File: config.mk
export PLATFORM = sky130hd
export DESIGN_NAME = stomp_frame_deframer
export DESIGN_NICKNAME = d
export VERILOG_FILES = /design/src/stomp_pkg.sv /design/src/stomp_frame_deframer.sv
export SDC_FILE = /design/constraint.sdc
export NUM_CORES = 1
export LEC_CHECK = 0
export BUFFER_PORTS_ARGS = -buffer_cell sky130_fd_sc_hd__buf_4
export CAP_MARGIN = 40
export CORE_ASPECT_RATIO = 1.2
export CORE_MARGIN = 3
export CORE_UTILIZATION = 45
export DETAILED_ROUTE_END_ITERATION = 8
export SETUP_SLACK_MARGIN = 0.1
export SYNTH_ARGS = -nofsm -noshare
export SYNTH_HDL_FRONTEND = slang
export SYNTH_SLANG_ARGS = --single-unit
File: constraint.sdc
create_clock -name clock -period 9.6 [get_ports clock]
set_input_delay 0.48 -clock clock [delete_from_list [all_inputs] [get_ports clock]]
set_output_delay 0.48 -clock clock [all_outputs]
set_load 0.005 [all_outputs]
File: src/stomp_pkg.sv
// ----------------------------------------------------------------------------
// STOMP deframer package
// Shared types and constants for the STOMP frame deframer.
// ----------------------------------------------------------------------------
package stomp_pkg;

   localparam int unsigned LENGTH_WIDTH_DEFAULT = 24;
   localparam logic [23:0] MAX_LEN_RESET = 24'd8388608;

   localparam logic [3:0] KIND_HEARTBEAT = 4'd0;
   localparam logic [3:0] KIND_CMD_BYTE  = 4'd1;
   localparam logic [3:0] KIND_CMD_END   = 4'd2;
   localparam logic [3:0] KIND_KEY_BYTE  = 4'd3;
   localparam logic [3:0] KIND_VAL_BYTE  = 4'd4;
   localparam logic [3:0] KIND_LINE_END  = 4'd5;
   localparam logic [3:0] KIND_BODY_BYTE = 4'd6;
   localparam logic [3:0] KIND_FRAME_END = 4'd7;
   localparam logic [3:0] KIND_ERROR     = 4'd8;

   localparam logic [3:0] ERR_NONE      = 4'd0;
   localparam logic [3:0] ERR_NO_CMD    = 4'd1;
   localparam logic [3:0] ERR_NUL_CMD   = 4'd2;
   localparam logic [3:0] ERR_NUL_HDR   = 4'd3;
   localparam logic [3:0] ERR_NO_COLON  = 4'd4;
   localparam logic [3:0] ERR_ESCAPE    = 4'd5;
   localparam logic [3:0] ERR_LEN_BAD   = 4'd6;
   localparam logic [3:0] ERR_LEN_LARGE = 4'd7;
   localparam logic [3:0] ERR_FRAME     = 4'd8;

   localparam logic [0:0] CSR_MAX_CONTENT_LENGTH = 1'b0;
   localparam logic [0:0] CSR_MAX_FRAME_BYTES    = 1'b1;

   localparam logic [3:0] MISMATCH = 4'd15;

   typedef enum logic [4:0] {
      PH_IDLE = 5'b00001,
      PH_CMD  = 5'b00010,
      PH_KEY  = 5'b00100,
      PH_VAL  = 5'b01000,
      PH_BODY = 5'b10000
   } phase_type;

   typedef struct packed {
      logic [7:0] in_byte;
      logic       chunk_last;
   } req_type;

   typedef struct packed {
      logic [3:0] kind;
      logic [7:0] out_byte;
      logic [3:0] error_code;
      logic       last_result;
   } rsp_type;

   function automatic logic [7:0] cmd_pat(input logic [3:0] pos);
      logic [7:0] c;
      case (pos)
         4'd0: c = "C";
         4'd1: c = "O";
         4'd2: c = "N";
         4'd3: c = "N";
         4'd4: c = "E";
         4'd5: c = "C";
         4'd6: c = "T";
         4'd7: c = "E";
         4'd8: c = "D";
         default: c = 8'd0;
      endcase
      return c;
   endfunction

   function automatic logic [7:0] key_pat(input logic [3:0] pos);
      logic [7:0] c;
      case (pos)
         4'd0: c = "c";
         4'd1: c = "o";
         4'd2: c = "n";
         4'd3: c = "t";
         4'd4: c = "e";
         4'd5: c = "n";
         4'd6: c = "t";
         4'd7: c = "-";
         4'd8: c = "l";
         4'd9: c = "e";
         4'd10: c = "n";
         4'd11: c = "g";
         4'd12: c = "t";
         4'd13: c = "h";
         default: c = 8'd0;
      endcase
      return c;
   endfunction

endpackage

File: src/stomp_frame_deframer.sv
// ----------------------------------------------------------------------------
// STOMP frame deframer
// Turns STOMP wire bytes into tagged command, header and body transactions.
// ----------------------------------------------------------------------------
// Output: a byte's results are registered and appear in the cycle after the byte is accepted.
// Throughput: 1 byte per cycle while the output is not stalled, set by the combinational parse step;
//   a byte that makes two results (held CR then data) holds input while both results are pending.
// Reset: synchronous, active high; parser idle between frames, limits at 8 MiB.
// ----------------------------------------------------------------------------
module stomp_frame_deframer #(
   parameter int unsigned LENGTH_WIDTH = stomp_pkg::LENGTH_WIDTH_DEFAULT
) (
   input  logic               clock,
   input  logic               reset,
   input  logic               req_valid,
   output logic               req_stall,
   input  stomp_pkg::req_type req_data,
   output logic               rsp_valid,
   input  logic               rsp_stall,
   output stomp_pkg::rsp_type rsp_data,
   input  logic               csr_write,
   input  logic [0:0]         csr_index,
   input  logic [23:0]        csr_wdata
);

   localparam int unsigned LW = LENGTH_WIDTH;
   localparam int unsigned AW = LW + 4;
   localparam int unsigned CW = (LW > 24) ? LW : 24;

   // Configuration registers
   logic [23:0] max_clen_ff, max_frame_ff;

   // Parser state
   stomp_pkg::phase_type phase_ff, phase_in;
   logic        held_cr_ff, held_cr_in;
   logic        held_bs_ff, held_bs_in;
   logic [3:0]  cmd_pos_ff, cmd_pos_in;
   logic        esc_ff, esc_in;
   logic [3:0]  key_pos_ff, key_pos_in;
   logic        len_seen_ff, len_seen_in;
   logic [LW-1:0] len_acc_ff, len_acc_in;
   logic [LW-1:0] body_rem_ff, body_rem_in;
   logic [24:0] fcount_ff, fcount_in;
   logic        discard_ff, discard_in;
   logic        line_st_ff, line_st_in;
   logic        bad_esc_ff, bad_esc_in;
   logic        cand_ff, cand_in;
   logic        lbad_ff, lbad_in;
   logic        ldig_ff, ldig_in;
   logic        lover_ff, lover_in;

   // Two-entry result buffer
   stomp_pkg::rsp_type res0_ff, res1_ff, r0, r1;
   logic [1:0]  cnt_ff;
   logic [1:0]  n;
   logic        accept, pop;
   logic        cur_last;
   logic [7:0]  b;

   assign b        = req_data.in_byte;
   assign cur_last = req_data.chunk_last;
   assign pop      = rsp_valid && !rsp_stall;
   // accept when the buffer drains this cycle (or is empty)
   assign req_stall = (cnt_ff == 2'd2) || (cnt_ff == 2'd1 && !pop);
   assign accept    = req_valid && !req_stall;
   assign rsp_valid = (cnt_ff != 2'd0);
   assign rsp_data  = res0_ff;

   // Per-byte parse step
   always_comb begin
      logic [AW-1:0] v;
      logic [24:0]   fc;
      logic [1:0]    inc;
      logic          done;
      logic          data_ok;
      logic [7:0]    d;
      logic          have_d;
      logic          fail;
      logic [3:0]    fcode;
      logic          cr_emit;
      v = '0; fc = '0; inc = '0; done = 1'b0; data_ok = 1'b0; d = '0;
      have_d = 1'b0; fail = 1'b0; fcode = stomp_pkg::ERR_NONE; cr_emit = 1'b0;
      phase_in = phase_ff; held_cr_in = held_cr_ff; held_bs_in = held_bs_ff;
      cmd_pos_in = cmd_pos_ff; esc_in = esc_ff; key_pos_in = key_pos_ff;
      len_seen_in = len_seen_ff; len_acc_in = len_acc_ff; body_rem_in = body_rem_ff;
      fcount_in = fcount_ff; discard_in = discard_ff; line_st_in = line_st_ff;
      bad_esc_in = bad_esc_ff; cand_in = cand_ff; lbad_in = lbad_ff;
      ldig_in = ldig_ff; lover_in = lover_ff;
      r0 = '0; r1 = '0; n = 2'd0;

      if (discard_ff) begin
         if (cur_last) discard_in = 1'b0;
         done = 1'b1;
      end

      // frame size check
      if (!done) begin
         if (phase_ff != stomp_pkg::PH_IDLE) inc = 2'd1;
         else if (b != 8'h0A && b != 8'h00 && (held_cr_ff || b != 8'h0D))
            inc = held_cr_ff ? 2'd2 : 2'd1;
         fc = fcount_ff + {23'd0, inc};
         fcount_in = fc;
         if (inc != 2'd0 && fc > {1'b0, max_frame_ff}) begin
            fail = 1'b1; fcode = stomp_pkg::ERR_FRAME; done = 1'b1;
         end
      end

      if (!done) begin
         case (phase_ff)
            stomp_pkg::PH_IDLE: begin
               if (b == 8'h0A) begin
                  held_cr_in = 1'b0;
                  r0.kind = stomp_pkg::KIND_HEARTBEAT; n = 2'd1;
               end else if (b == 8'h00) begin
                  fail = 1'b1;
                  fcode = held_cr_ff ? stomp_pkg::ERR_NUL_CMD : stomp_pkg::ERR_NO_CMD;
               end else if (b == 8'h0D && !held_cr_ff) begin
                  held_cr_in = 1'b1;
               end else begin
                  // start of command; a held CR is the first command byte
                  phase_in = stomp_pkg::PH_CMD;
                  cmd_pos_in = 4'd0;
                  if (held_cr_ff) begin
                     r0.kind = stomp_pkg::KIND_CMD_BYTE; r0.out_byte = 8'h0D;
                     n = 2'd1; cmd_pos_in = stomp_pkg::MISMATCH;
                     held_cr_in = (b == 8'h0D);
                     if (b != 8'h0D && b != 8'h0A) begin
                        r1.kind = stomp_pkg::KIND_CMD_BYTE; r1.out_byte = b;
                        n = 2'd2;
                     end else if (b == 8'h0A) begin
                        r1.kind = stomp_pkg::KIND_CMD_END; n = 2'd2;
                        held_cr_in = 1'b0; esc_in = 1'b1;
                        phase_in = stomp_pkg::PH_KEY;
                        held_bs_in = 1'b0; key_pos_in = 4'd0; line_st_in = 1'b0;
                        bad_esc_in = 1'b0; cand_in = 1'b0; lbad_in = 1'b0;
                        ldig_in = 1'b0; lover_in = 1'b0;
                     end
                  end else begin
                     r0.kind = stomp_pkg::KIND_CMD_BYTE; r0.out_byte = b; n = 2'd1;
                     cmd_pos_in = (b == stomp_pkg::cmd_pat(4'd0)) ? 4'd1
                                                                   : stomp_pkg::MISMATCH;
                  end
               end
            end
            stomp_pkg::PH_CMD: begin
               if (b == 8'h00) begin
                  fail = 1'b1; fcode = stomp_pkg::ERR_NUL_CMD;
               end else if (b == 8'h0A) begin
                  held_cr_in = 1'b0;
                  r0.kind = stomp_pkg::KIND_CMD_END; n = 2'd1;
                  esc_in = !(cmd_pos_ff == 4'd7 || cmd_pos_ff == 4'd9);
                  phase_in = stomp_pkg::PH_KEY;
                  held_bs_in = 1'b0; key_pos_in = 4'd0; line_st_in = 1'b0;
                  bad_esc_in = 1'b0; cand_in = 1'b0; lbad_in = 1'b0;
                  ldig_in = 1'b0; lover_in = 1'b0;
               end else begin
                  logic [3:0] p;
                  p = cmd_pos_ff;
                  if (held_cr_ff) begin
                     r0.kind = stomp_pkg::KIND_CMD_BYTE; r0.out_byte = 8'h0D; n = 2'd1;
                     p = stomp_pkg::MISMATCH;
                  end
                  held_cr_in = (b == 8'h0D);
                  if (b != 8'h0D) begin
                     if (n == 2'd1) begin
                        r1.kind = stomp_pkg::KIND_CMD_BYTE; r1.out_byte = b;
                     end else begin
                        r0.kind = stomp_pkg::KIND_CMD_BYTE; r0.out_byte = b;
                     end
                     n = n + 2'd1;
                     p = (p < 4'd9 && b == stomp_pkg::cmd_pat(p)) ? p + 4'd1
                                                                   : stomp_pkg::MISMATCH;
                  end
                  cmd_pos_in = p;
               end
            end
            stomp_pkg::PH_KEY, stomp_pkg::PH_VAL: begin
               if (b == 8'h00) begin
                  fail = 1'b1; fcode = stomp_pkg::ERR_NUL_HDR;
               end else if (b == 8'h0A) begin
                  held_cr_in = 1'b0;
                  // line end checks
                  if (!line_st_ff) begin
                     r0.kind = stomp_pkg::KIND_LINE_END; n = 2'd1;
                     phase_in = stomp_pkg::PH_BODY;
                  end else if (phase_ff == stomp_pkg::PH_KEY) begin
                     fail = 1'b1; fcode = stomp_pkg::ERR_NO_COLON;
                  end else if (bad_esc_ff || held_bs_ff) begin
                     fail = 1'b1; fcode = stomp_pkg::ERR_ESCAPE;
                  end else if (cand_ff && (lbad_ff || !ldig_ff)) begin
                     fail = 1'b1; fcode = stomp_pkg::ERR_LEN_BAD;
                  end else if (cand_ff && (lover_ff ||
                               CW'(len_acc_ff) > CW'(max_clen_ff))) begin
                     fail = 1'b1; fcode = stomp_pkg::ERR_LEN_LARGE;
                  end else begin
                     if (cand_ff) begin
                        len_seen_in = 1'b1; body_rem_in = len_acc_ff;
                     end
                     r0.kind = stomp_pkg::KIND_LINE_END; n = 2'd1;
                     phase_in = stomp_pkg::PH_KEY;
                  end
                  if (!fail) begin
                     held_bs_in = 1'b0; key_pos_in = 4'd0; line_st_in = 1'b0;
                     bad_esc_in = 1'b0; cand_in = 1'b0; lbad_in = 1'b0;
                     ldig_in = 1'b0; lover_in = 1'b0;
                  end
               end else begin
                  // up to two content bytes: held CR, then this byte
                  stomp_pkg::phase_type ph;
                  logic bs, be, cd, lb, ld, lo;
                  logic [3:0] kp;
                  logic [LW-1:0] acc;
                  logic [7:0] c;
                  ph = phase_ff; bs = held_bs_ff; be = bad_esc_ff; cd = cand_ff;
                  lb = lbad_ff; ld = ldig_ff; lo = lover_ff; kp = key_pos_ff;
                  acc = len_acc_ff;
                  held_cr_in = (b == 8'h0D);
                  for (int i = 0; i < 2; i++) begin
                     logic act;
                     act = (i == 0) ? held_cr_ff : (b != 8'h0D);
                     c = (i == 0) ? 8'h0D : b;
                     have_d = 1'b0; d = c;
                     if (act) begin
                        line_st_in = 1'b1;
                        if (ph == stomp_pkg::PH_KEY && c == ":") begin
                           if (bs) be = 1'b1;
                           bs = 1'b0;
                           cd = (kp == 4'd14) && !len_seen_ff;
                           if (cd) acc = '0;
                           ph = stomp_pkg::PH_VAL;
                        end else if (!esc_ff) begin
                           have_d = 1'b1;
                        end else if (bs) begin
                           bs = 1'b0;
                           case (c)
                              "\\": begin have_d = 1'b1; d = 8'h5C; end
                              "n": begin have_d = 1'b1; d = 8'h0A; end
                              "r": begin have_d = 1'b1; d = 8'h0D; end
                              "c": begin have_d = 1'b1; d = ":"; end
                              default: be = 1'b1;
                           endcase
                        end else if (c == 8'h5C) begin
                           bs = 1'b1;
                        end else begin
                           have_d = 1'b1;
                        end
                     end
                     if (have_d) begin
                        stomp_pkg::rsp_type r;
                        r = '0; r.out_byte = d;
                        if (ph == stomp_pkg::PH_KEY) begin
                           r.kind = stomp_pkg::KIND_KEY_BYTE;
                           kp = (kp < 4'd14 && d == stomp_pkg::key_pat(kp)) ? kp + 4'd1
                                                                  : stomp_pkg::MISMATCH;
                        end else begin
                           r.kind = stomp_pkg::KIND_VAL_BYTE;
                           if (cd) begin
                              if (d < "0" || d > "9") lb = 1'b1;
                              else begin
                                 ld = 1'b1;
                                 if (!lo) begin
                                    v = {4'd0, acc} * AW'(10) + AW'(d - "0");
                                    if (v[AW-1:LW] != '0) lo = 1'b1;
                                    else acc = v[LW-1:0];
                                 end
                              end
                           end
                        end
                        if (n == 2'd0) r0 = r; else r1 = r;
                        n = n + 2'd1;
                     end
                  end
                  phase_in = ph; held_bs_in = bs; bad_esc_in = be; cand_in = cd;
                  lbad_in = lb; ldig_in = ld; lover_in = lo; key_pos_in = kp;
                  len_acc_in = acc;
               end
            end
            default: begin
               if (len_seen_ff && body_rem_ff != '0) begin
                  r0.kind = stomp_pkg::KIND_BODY_BYTE; r0.out_byte = b; n = 2'd1;
                  body_rem_in = body_rem_ff - LW'(1);
               end else if (b == 8'h00) begin
                  r0.kind = stomp_pkg::KIND_FRAME_END; n = 2'd1;
                  done = 1'b1;
               end else if (len_seen_ff) begin
                  fail = 1'b1; fcode = stomp_pkg::ERR_FRAME;
               end else begin
                  r0.kind = stomp_pkg::KIND_BODY_BYTE; r0.out_byte = b; n = 2'd1;
               end
            end
         endcase
         cr_emit = 1'b0;
      end

      // frame end or error: clear frame state
      if (fail) begin
         stomp_pkg::rsp_type r;
         r = '0; r.kind = stomp_pkg::KIND_ERROR; r.error_code = fcode;
         if (n == 2'd0) r0 = r; else r1 = r;
         n = n + 2'd1;
         discard_in = !cur_last;
      end
      if (fail || (done && !discard_ff && !cr_emit && n != 2'd0)) begin
         phase_in = stomp_pkg::PH_IDLE; held_cr_in = 1'b0; cmd_pos_in = 4'd0;
         esc_in = 1'b1; len_seen_in = 1'b0; len_acc_in = '0; body_rem_in = '0;
         fcount_in = '0; line_st_in = 1'b0; bad_esc_in = 1'b0; cand_in = 1'b0;
         lbad_in = 1'b0; ldig_in = 1'b0; lover_in = 1'b0; held_bs_in = 1'b0;
         key_pos_in = 4'd0;
      end
      if (n == 2'd1) r0.last_result = 1'b1;
      if (n == 2'd2) r1.last_result = 1'b1;
   end

   // Configuration writes
   always_ff @(posedge clock) begin
      if (reset) begin
         max_clen_ff  <= stomp_pkg::MAX_LEN_RESET;
         max_frame_ff <= stomp_pkg::MAX_LEN_RESET;
      end else if (csr_write) begin
         case (csr_index)
            stomp_pkg::CSR_MAX_CONTENT_LENGTH: max_clen_ff <= csr_wdata;
            stomp_pkg::CSR_MAX_FRAME_BYTES:    max_frame_ff <= csr_wdata;
            default: ;
         endcase
      end
   end

   // Advance parser state on each accepted transaction
   always_ff @(posedge clock) begin
      if (reset) begin
         phase_ff <= stomp_pkg::PH_IDLE; held_cr_ff <= 1'b0; held_bs_ff <= 1'b0;
         cmd_pos_ff <= 4'd0; esc_ff <= 1'b1; key_pos_ff <= 4'd0;
         len_seen_ff <= 1'b0; len_acc_ff <= '0; body_rem_ff <= '0;
         fcount_ff <= '0; discard_ff <= 1'b0; line_st_ff <= 1'b0;
         bad_esc_ff <= 1'b0; cand_ff <= 1'b0; lbad_ff <= 1'b0;
         ldig_ff <= 1'b0; lover_ff <= 1'b0;
      end else if (accept) begin
         phase_ff <= phase_in; held_cr_ff <= held_cr_in; held_bs_ff <= held_bs_in;
         cmd_pos_ff <= cmd_pos_in; esc_ff <= esc_in; key_pos_ff <= key_pos_in;
         len_seen_ff <= len_seen_in; len_acc_ff <= len_acc_in;
         body_rem_ff <= body_rem_in; fcount_ff <= fcount_in;
         discard_ff <= discard_in; line_st_ff <= line_st_in;
         bad_esc_ff <= bad_esc_in; cand_ff <= cand_in; lbad_ff <= lbad_in;
         ldig_ff <= ldig_in; lover_ff <= lover_in;
      end
   end

   // Result buffer: load on accept, shift on pop
   always_ff @(posedge clock) begin
      if (reset) begin
         cnt_ff <= 2'd0;
      end else if (accept) begin
         cnt_ff <= n;
      end else if (pop) begin
         cnt_ff <= cnt_ff - 2'd1;
      end
   end

   always_ff @(posedge clock) begin
      if (accept) begin
         res0_ff <= r0;
         res1_ff <= r1;
      end else if (pop) begin
         res0_ff <= res1_ff;
      end
   end

endmodule

==> results of run 1 <==
## state kept, by name, summed over array words and instances (netlist names), 2 cells and up, named ones only
register / cells
cnt_ff: 2
rsp_data: 17
len_acc_ff: 24
phase_ff: 5
fcount_ff: 25
key_pos_ff: 4
res1_ff: 17
body_rem_ff: 24
max_frame_ff: 24
max_clen_ff: 24
cmd_pos_ff: 4
## through the flow
step | util (%) | cells | setup slack [ns]
4_1_cts | 50.41 | 2379 | 0.4861
3_3_place_gp | 48.28 | 2344 | 0.8316
6_report | 50.45 | 2381 | 0.8530
3_5_place_dp | 48.49 | 2347 | 0.5162
5_1_grt | 50.45 | 2381 | 0.08206
2_1_floorplan | - | 1943 | 1.662
## Yosys cell counts (all sizes together) (6+ instances only)
master	n
a22o	8
nor2b	12
edfxtp	34
a21oi	195
dfxtp	154
inv	106
o21bai	8
buf	17
a211oi	13
o2111ai	14
a21o	28
a31oi	16
nand4	16
nor2	164
or3	17
xnor2	48
and2	33
ha	149
o22ai	6
or4	6
a2111oi	6
o221ai	6
nand2b	22
nand3b	10
xor2	35
mux2i	12
nand2	294
nor3	50
nand3	56
o21a	14
o31ai	14
o211ai	15
or2	17
and3	17
a2bb2oi	8
a32o	9
a22oi	16
nor4	26
clkbuf	71
o21ai	121
## routing by layer
| metal | track usage (%) | wire [µm] | vias to the layer above |
|---|---|---|---|
| li1 | - | - | 7009 |
| met1 | 34.01 | 20360 | 6608 |
| met2 | 41.67 | 21220 | 427 |
| met3 | 2.779 | 1945 | 83 |
| met4 | 8.528 | 1397 | 0 |
| met5 | 0 | 0 | - |
## timing repair
item / 4_1_cts / 5_1_grt
endpoints found under the setup margin: 0 / 23
hold endpoints to repair: 0 / 0
resized for setup: 0 / 2
## worst reg2reg max path: cells and delay by family (launching register included)
kind | cells | cell delay [ns]
compound gates | 14 | 3.54
simple gates | 11 | 2.74
fa+ha+maj | 5 | 1.35
flops | 1 | 0.42
buf+inv | 2 | 0.23
xor+xnor | 1 | 0.20
mux | 1 | 0.14
## power by group through the flow
stage	logic [W]	clock network [W]	registers [W]
finish	0.00167	0.000752	0.00104
CTS	0.00164	0.000766	0.00104
floorplan	0.00115	0	0.00103
global placement	0.00161	0	0.00105
global route	0.00184	0.000798	0.00105
detailed placement	0.00163	0	0.00106
## cells by family (layout without fill, tap and decap cells)
group	Yosys count	in the layout	share of synthesized area [%]
flops	188	188	27.60
compound gates	541	541	23.46
mux	15	15	1.060
simple gates	768	768	24.89
fa+ha+maj	152	152	12.94
buf+inv	196	227	5.151
xor+xnor	83	83	4.890
## final cells by class
| cell class | count | share of cell area (%) |
|---|---|---|
| Clock buffer | 19 | 2.707 |
| Timing Repair Buffer | 87 | 4.252 |
| Tap cell | 407 | 3.112 |
| Inverter | 108 | 2.501 |
| Clock inverter | 13 | 1.094 |
| Multi-Input combinational cell | 1559 | 61.25 |
| Sequential cell | 188 | 25.08 |
## worst paths after layout
| check | to | slack, ns | from |
|---|---|---|---|
| worst max-delay path | len_acc_ff[0] | 0.85 | phase_ff[2] |
| worst min-delay path | discard_ff | 0.23 | req_data[0] |
| worst max register to register | len_acc_ff[0] | 0.85 | phase_ff[2] |
| worst min register to register | max_clen_ff[8] | 0.46 | max_clen_ff[8] |
==> reports/metrics.csv, run 1 <==
metric,value,unit
Async SR Flop Fraction,0,%
Max Freq,0.1143,GHz
Tightest Hold Check Type,input port to flip-flop,
Tightest Pin Transition,0.8307,ns
first-pass GRT wire length,71140,µm
crit end category,flip-flop,
"top cells by area, synth","dfxtp_1 (21%), ha_1 (13%), nand2_1 (7.4%), edfxtp_1 (6.9%), a21oi_1 (6.5%)",
H-tree depth,4,
relative slew slack,44.49,%
Crit Path Class,flip-flop to flip-flop,
Pwr Total,0.003457,W
Crit Path Max Fanout,28,
Placer Congestion,0.9427,
Mapped Cells,1943,
largest area contributor in the netlist,dfxtp_1,
reg2reg path depth,34,
Worst-Skew Late Latency,0.45,ns
sw power,0.001472,W
CTS buffer count,17,
Die Span X,171.9,µm
antenna violations before repair,0,
Synth top area share,20.74,%
Initial DRC Count,1178,
vias in the first global route,13240,
Register Area,4104,µm²
DIE AREA,35260,µm²
initial core utilization,45.84,%
"Design Area, Final",16360,µm²
RSZ-0062 raised after global routing,false,
wire length per cell,18.86,µm
routed wire length,44910,µm
Hold Crit Depth,2,
Nets,2152,
Period minus WS final,8.747,ns
vias per inst,5.933,
clk buf depth,2,
final hold violations,0,
Max IR drop VDD,201.9,µV
CTS tree,done,
max_cap viols,0,
most frequent cells in the layout,"nand2_1 (293), a21oi_1 (194), nor2_1 (162)",
"most common cell after layout, fill and taps aside",nand2_1,
Final ANT Viol Nets,0,
Critical Path Max Stage Delay,0.57,ns
clock slew at reported path FFs,0.07,ns
"EDFF count, synth",34,
vias,14130,
crit start category,flip-flop,
Clk pwr share,21.7,%
largest net degree at the start of global routing,74,
PwrDens,211.3,nW/µm²
placed cell areas,15730,µm²
n_diodes,0,
most frequent CP cell,ha_1,
Post-CTS Setup Bufs,0,
DRT Pass-1 Iters,5,
Fillers,3238,
Post-Syn Area,14870,µm²
"Seq/Total Area, Yosys",27.60,%
final worst clock skew,0.02078,ns
final setup TNS,0,ns
final setup vio count,0,
share of cells above drive strength 1,8.561,%
clock sinks,188,
GRT Total Usage,25.15,%
CTS Hold Bufs,0,
Worst EP required,9.93,ns
fin crit share,91.11,%
post-synthesis register bit count,188,
# port buffers,57,
Ys Warns,0,
DRC,0,
Core Rows,72,
"Avg Cell Area, Syn",7.651,µm²
Comb pwr share,48.2,%
internal power,0.001985,W
Pleak,6.967,nW
Worst path depth,34,
status,finished clean,
area of the multi-input gates,10020,µm²
CP arrival,9.08,ns
syn_nets,2134,
num ports,58,
buffer and inverter count on the worst path,2,
Die H,205.1,µm
area grow syn2layout,10.06,%
hpwl dp,33960,µm
"CP delay by family, top",compound AO/OA/AOI/OAI gates,
Slowest cell on crit path,or4_4,
hold_ws,0.2301,ns
Congestion Overflow GR,0,
CTS Root Cell,clkbuf_16,
synth unique cells,102,
Max Slew Vio Count,0,
Core Area,32430,µm²
Main synth FF type,dfxtp_1,
switching share of power,42.59,%
power share of the sequential group,30.1,%
Power figures use the tool's default switching activity.
==> run 2, diff against run 1 <==
PLACE_DENSITY_LB_ADDON = 0.25   (was unset)
clock period = 11 ns   (was 9.6 ns; I/O delays follow)
==> run 2 against run 1 <==
  * Clock power fell by 19%
  * Combinational power fell by 15%
  * Register-to-register slack improved by 0.70 ns
  * Worst hold slack improved by 0.062 ns
  * Critical path type unchanged
  * Largest cell class unchanged
  * Largest power group unchanged
  * Highest routed layer unchanged
==> reports/metrics.csv, run 2 (synthesis results as in run 1) <==
metric,value,unit,change
Period minus WS final,9.447,ns,was 8.747 ns
max_cap viols,0,,unchanged
DRT Pass-1 Iters,6,,was 5
CTS Hold Bufs,0,,unchanged
relative slew slack,31.09,%,was 44.49%
Critical Path Max Stage Delay,0.80,ns,was 0.57 ns
first-pass GRT wire length,69840,µm,was 71140 µm
Final ANT Viol Nets,0,,unchanged
Tightest Hold Check Type,input port to flip-flop,,unchanged
Post-CTS Setup Bufs,0,,unchanged
H-tree depth,4,,unchanged
final hold violations,0,,unchanged
CP startpoint,held_cr_ff,,was phase_ff[2]
Initial DRC Count,1285,,was 1178
final setup vio count,0,,unchanged
DRC,0,,unchanged
Nets,2144,,was 2152
CTS buffer count,17,,unchanged
hpwl dp,33070,µm,was 33960 µm
Crit Path Max Fanout,28,,unchanged
Die Span X,171.9,µm,unchanged
GRT Total Usage,24.62,%,was 25.15%
clock slew at reported path FFs,0.07,ns,about the same
Core Area,32430,µm²,unchanged
RSZ-0062 raised after global routing,false,,unchanged
vias in the first global route,13290,,was 13.24k
Tightest Pin Transition,1.024,ns,was 0.8307 ns
Placer Congestion,0.9548,,was 0.9427
vias,14240,,was 14.13k
most frequent CP cell,ha_1,,unchanged
Worst EP required,11.38,ns,was 9.93 ns
Max Slew Vio Count,0,,unchanged
Max Freq,0.1059,GHz,was 0.1143 GHz
area grow syn2layout,9.115,%,was 10.06%
Largest register FFs,25,,unchanged
Largest Register,fcount_ff,,unchanged
CP arrival,9.83,ns,was 9.08 ns
most frequent cells in the layout,"nand2_1 (293), a21oi_1 (194), nor2_1 (162)",,unchanged
Worst-Skew Late Latency,0.44,ns,was 0.45 ns
wire length per cell,18.58,µm,was 18.86 µm
Congestion Overflow GR,0,,unchanged
utilization after layout,50.02,%,was 50.45%
status,finished clean,,unchanged
vias per inst,6.002,,was 5.933
DIE AREA,35260,µm²,unchanged
internal power,0.001668,W,was 0.001985 W
reg2reg end,len_acc_ff[1],,was len_acc_ff[0]
Fillers,3184,,was 3238
initial core utilization,45.84,%,unchanged
Comb pwr share,48.5,%,was 48.2%
"most common cell after layout, fill and taps aside",nand2_1,,unchanged
switching share of power,43.08,%,was 42.59%
"Design Area, Final",16220,µm²,was 16360 µm²
crit end category,flip-flop,,unchanged
Crit Path Class,flip-flop to flip-flop,,unchanged
Critical Path Sink,len_acc_ff[1],,was len_acc_ff[0]
PwrDens,180.6,nW/µm²,was 211.3 nW/µm²
Slowest cell on crit path,or4_1,,was or4_4
Pwr Total,0.002929,W,was 0.003457 W
power share of the sequential group,30.8,%,was 30.1%
final worst clock skew,0.01370,ns,was 0.02078 ns
fin crit share,85.88,%,was 91.11%
routed wire length,44090,µm,was 44910 µm
final setup TNS,0,ns,unchanged
Pleak,6.891,nW,was 6.967 nW
crit start category,flip-flop,,unchanged
Max IR drop VDD,168.4,µV,was 201.9 µV
Register Area,4104,µm²,unchanged
post-cts sizing count,0,,unchanged
FF-to-FF setup slack,1.55,ns,was 0.85 ns
Die H,205.1,µm,unchanged
Clk pwr share,20.7,%,was 21.7%
num ports,58,,unchanged
area of the multi-input gates,10020,µm²,about the same
CTS tree,done,,unchanged
reg2reg path depth,35,,was 34
n_diodes,0,,unchanged
CTS Root Cell,clkbuf_16,,unchanged
largest net degree at the start of global routing,77,,was 74
hold_ws,0.2923,ns,was 0.2301 ns
Core Rows,72,,unchanged
sw power,0.001262,W,was 0.001472 W
clock sinks,188,,unchanged
clk buf depth,2,,unchanged
# port buffers,57,,unchanged
antenna violations before repair,0,,unchanged
placed cell areas,15670,µm²,was 15730 µm²
RR Startpoint,held_cr_ff,,was phase_ff[2]
share of cells above drive strength 1,7.986,%,was 8.561%
## run 2: cell count changes in the layout (fill, tap and decap cells not counted), moves of 2 or more
cell | previous run | this run
clkbuf_2 | 2 | 0
clkinv_8 | 3 | 1
bufinv_16 | 2 | 0
buf_4 | 82 | 76
clkbuf_1 | 1 | 3
## run 2: worst min path at each step
stage	from	to	slack [ns]	depth (start not counted)
after floorplan	fcount_ff[0]	fcount_ff[0]	0.44	2
after global routing	req_data[0]	discard_ff	0.29	2
after detailed placement	max_clen_ff[9]	max_clen_ff[9]	0.45	2
final	req_data[0]	discard_ff	0.29	2
after CTS	req_data[0]	discard_ff	0.28	2
after global placement	max_clen_ff[3]	max_clen_ff[3]	0.44	2
## run 2: through the flow
step	setup slack, ns	instances
after floorplan	3.062	1943
after detailed placement	1.733	2341
final	1.553	2373
after global placement	2.093	2338
after global routing	0.6892	2373
after CTS	1.651	2373
## run 2: area by class of cell
cell class | count | area share (%)
Clock buffer | 21 | 2.777
Timing Repair Buffer | 79 | 3.849
Clock inverter | 11 | 0.6556
Sequential cell | 188 | 25.30
Inverter | 108 | 2.522
Tap cell | 407 | 3.139
Multi-Input combinational cell | 1559 | 61.76
## run 2: worst max-delay path, delay by kind of cell, from the launching register on
family                     cells  cell delay [ns]
DFF                            1             0.31
AOI/OAI and AO/OA             18             5.06
adders and majority gates      5             1.35
xor gates and xnor gates       1             0.18
buffers and inverters          4             0.65
and+or+nand+nor                7             1.81
## run 2: power groups by stage
stage	Combinational (W)	Clock (W)	Sequential [W]
after floorplan	0.00101	0	0.000897
after detailed placement	0.00139	0	0.000918
after CTS	0.00140	0.000613	0.000903
after global routing	0.00156	0.000640	0.000919
after global placement	0.00137	0	0.000916
final	0.00142	0.000606	0.000904
## run 2: metal layers
layer,track usage [%],vias up,share of wire [%],wire length [µm]
met2,40.99,466,48,20960
met4,7.815,0,2.6,1161
met5,0,-,0,0
li1,-,6966,-,-
met1,32.85,6739,45,19700
met3,3.571,72,5.1,2266
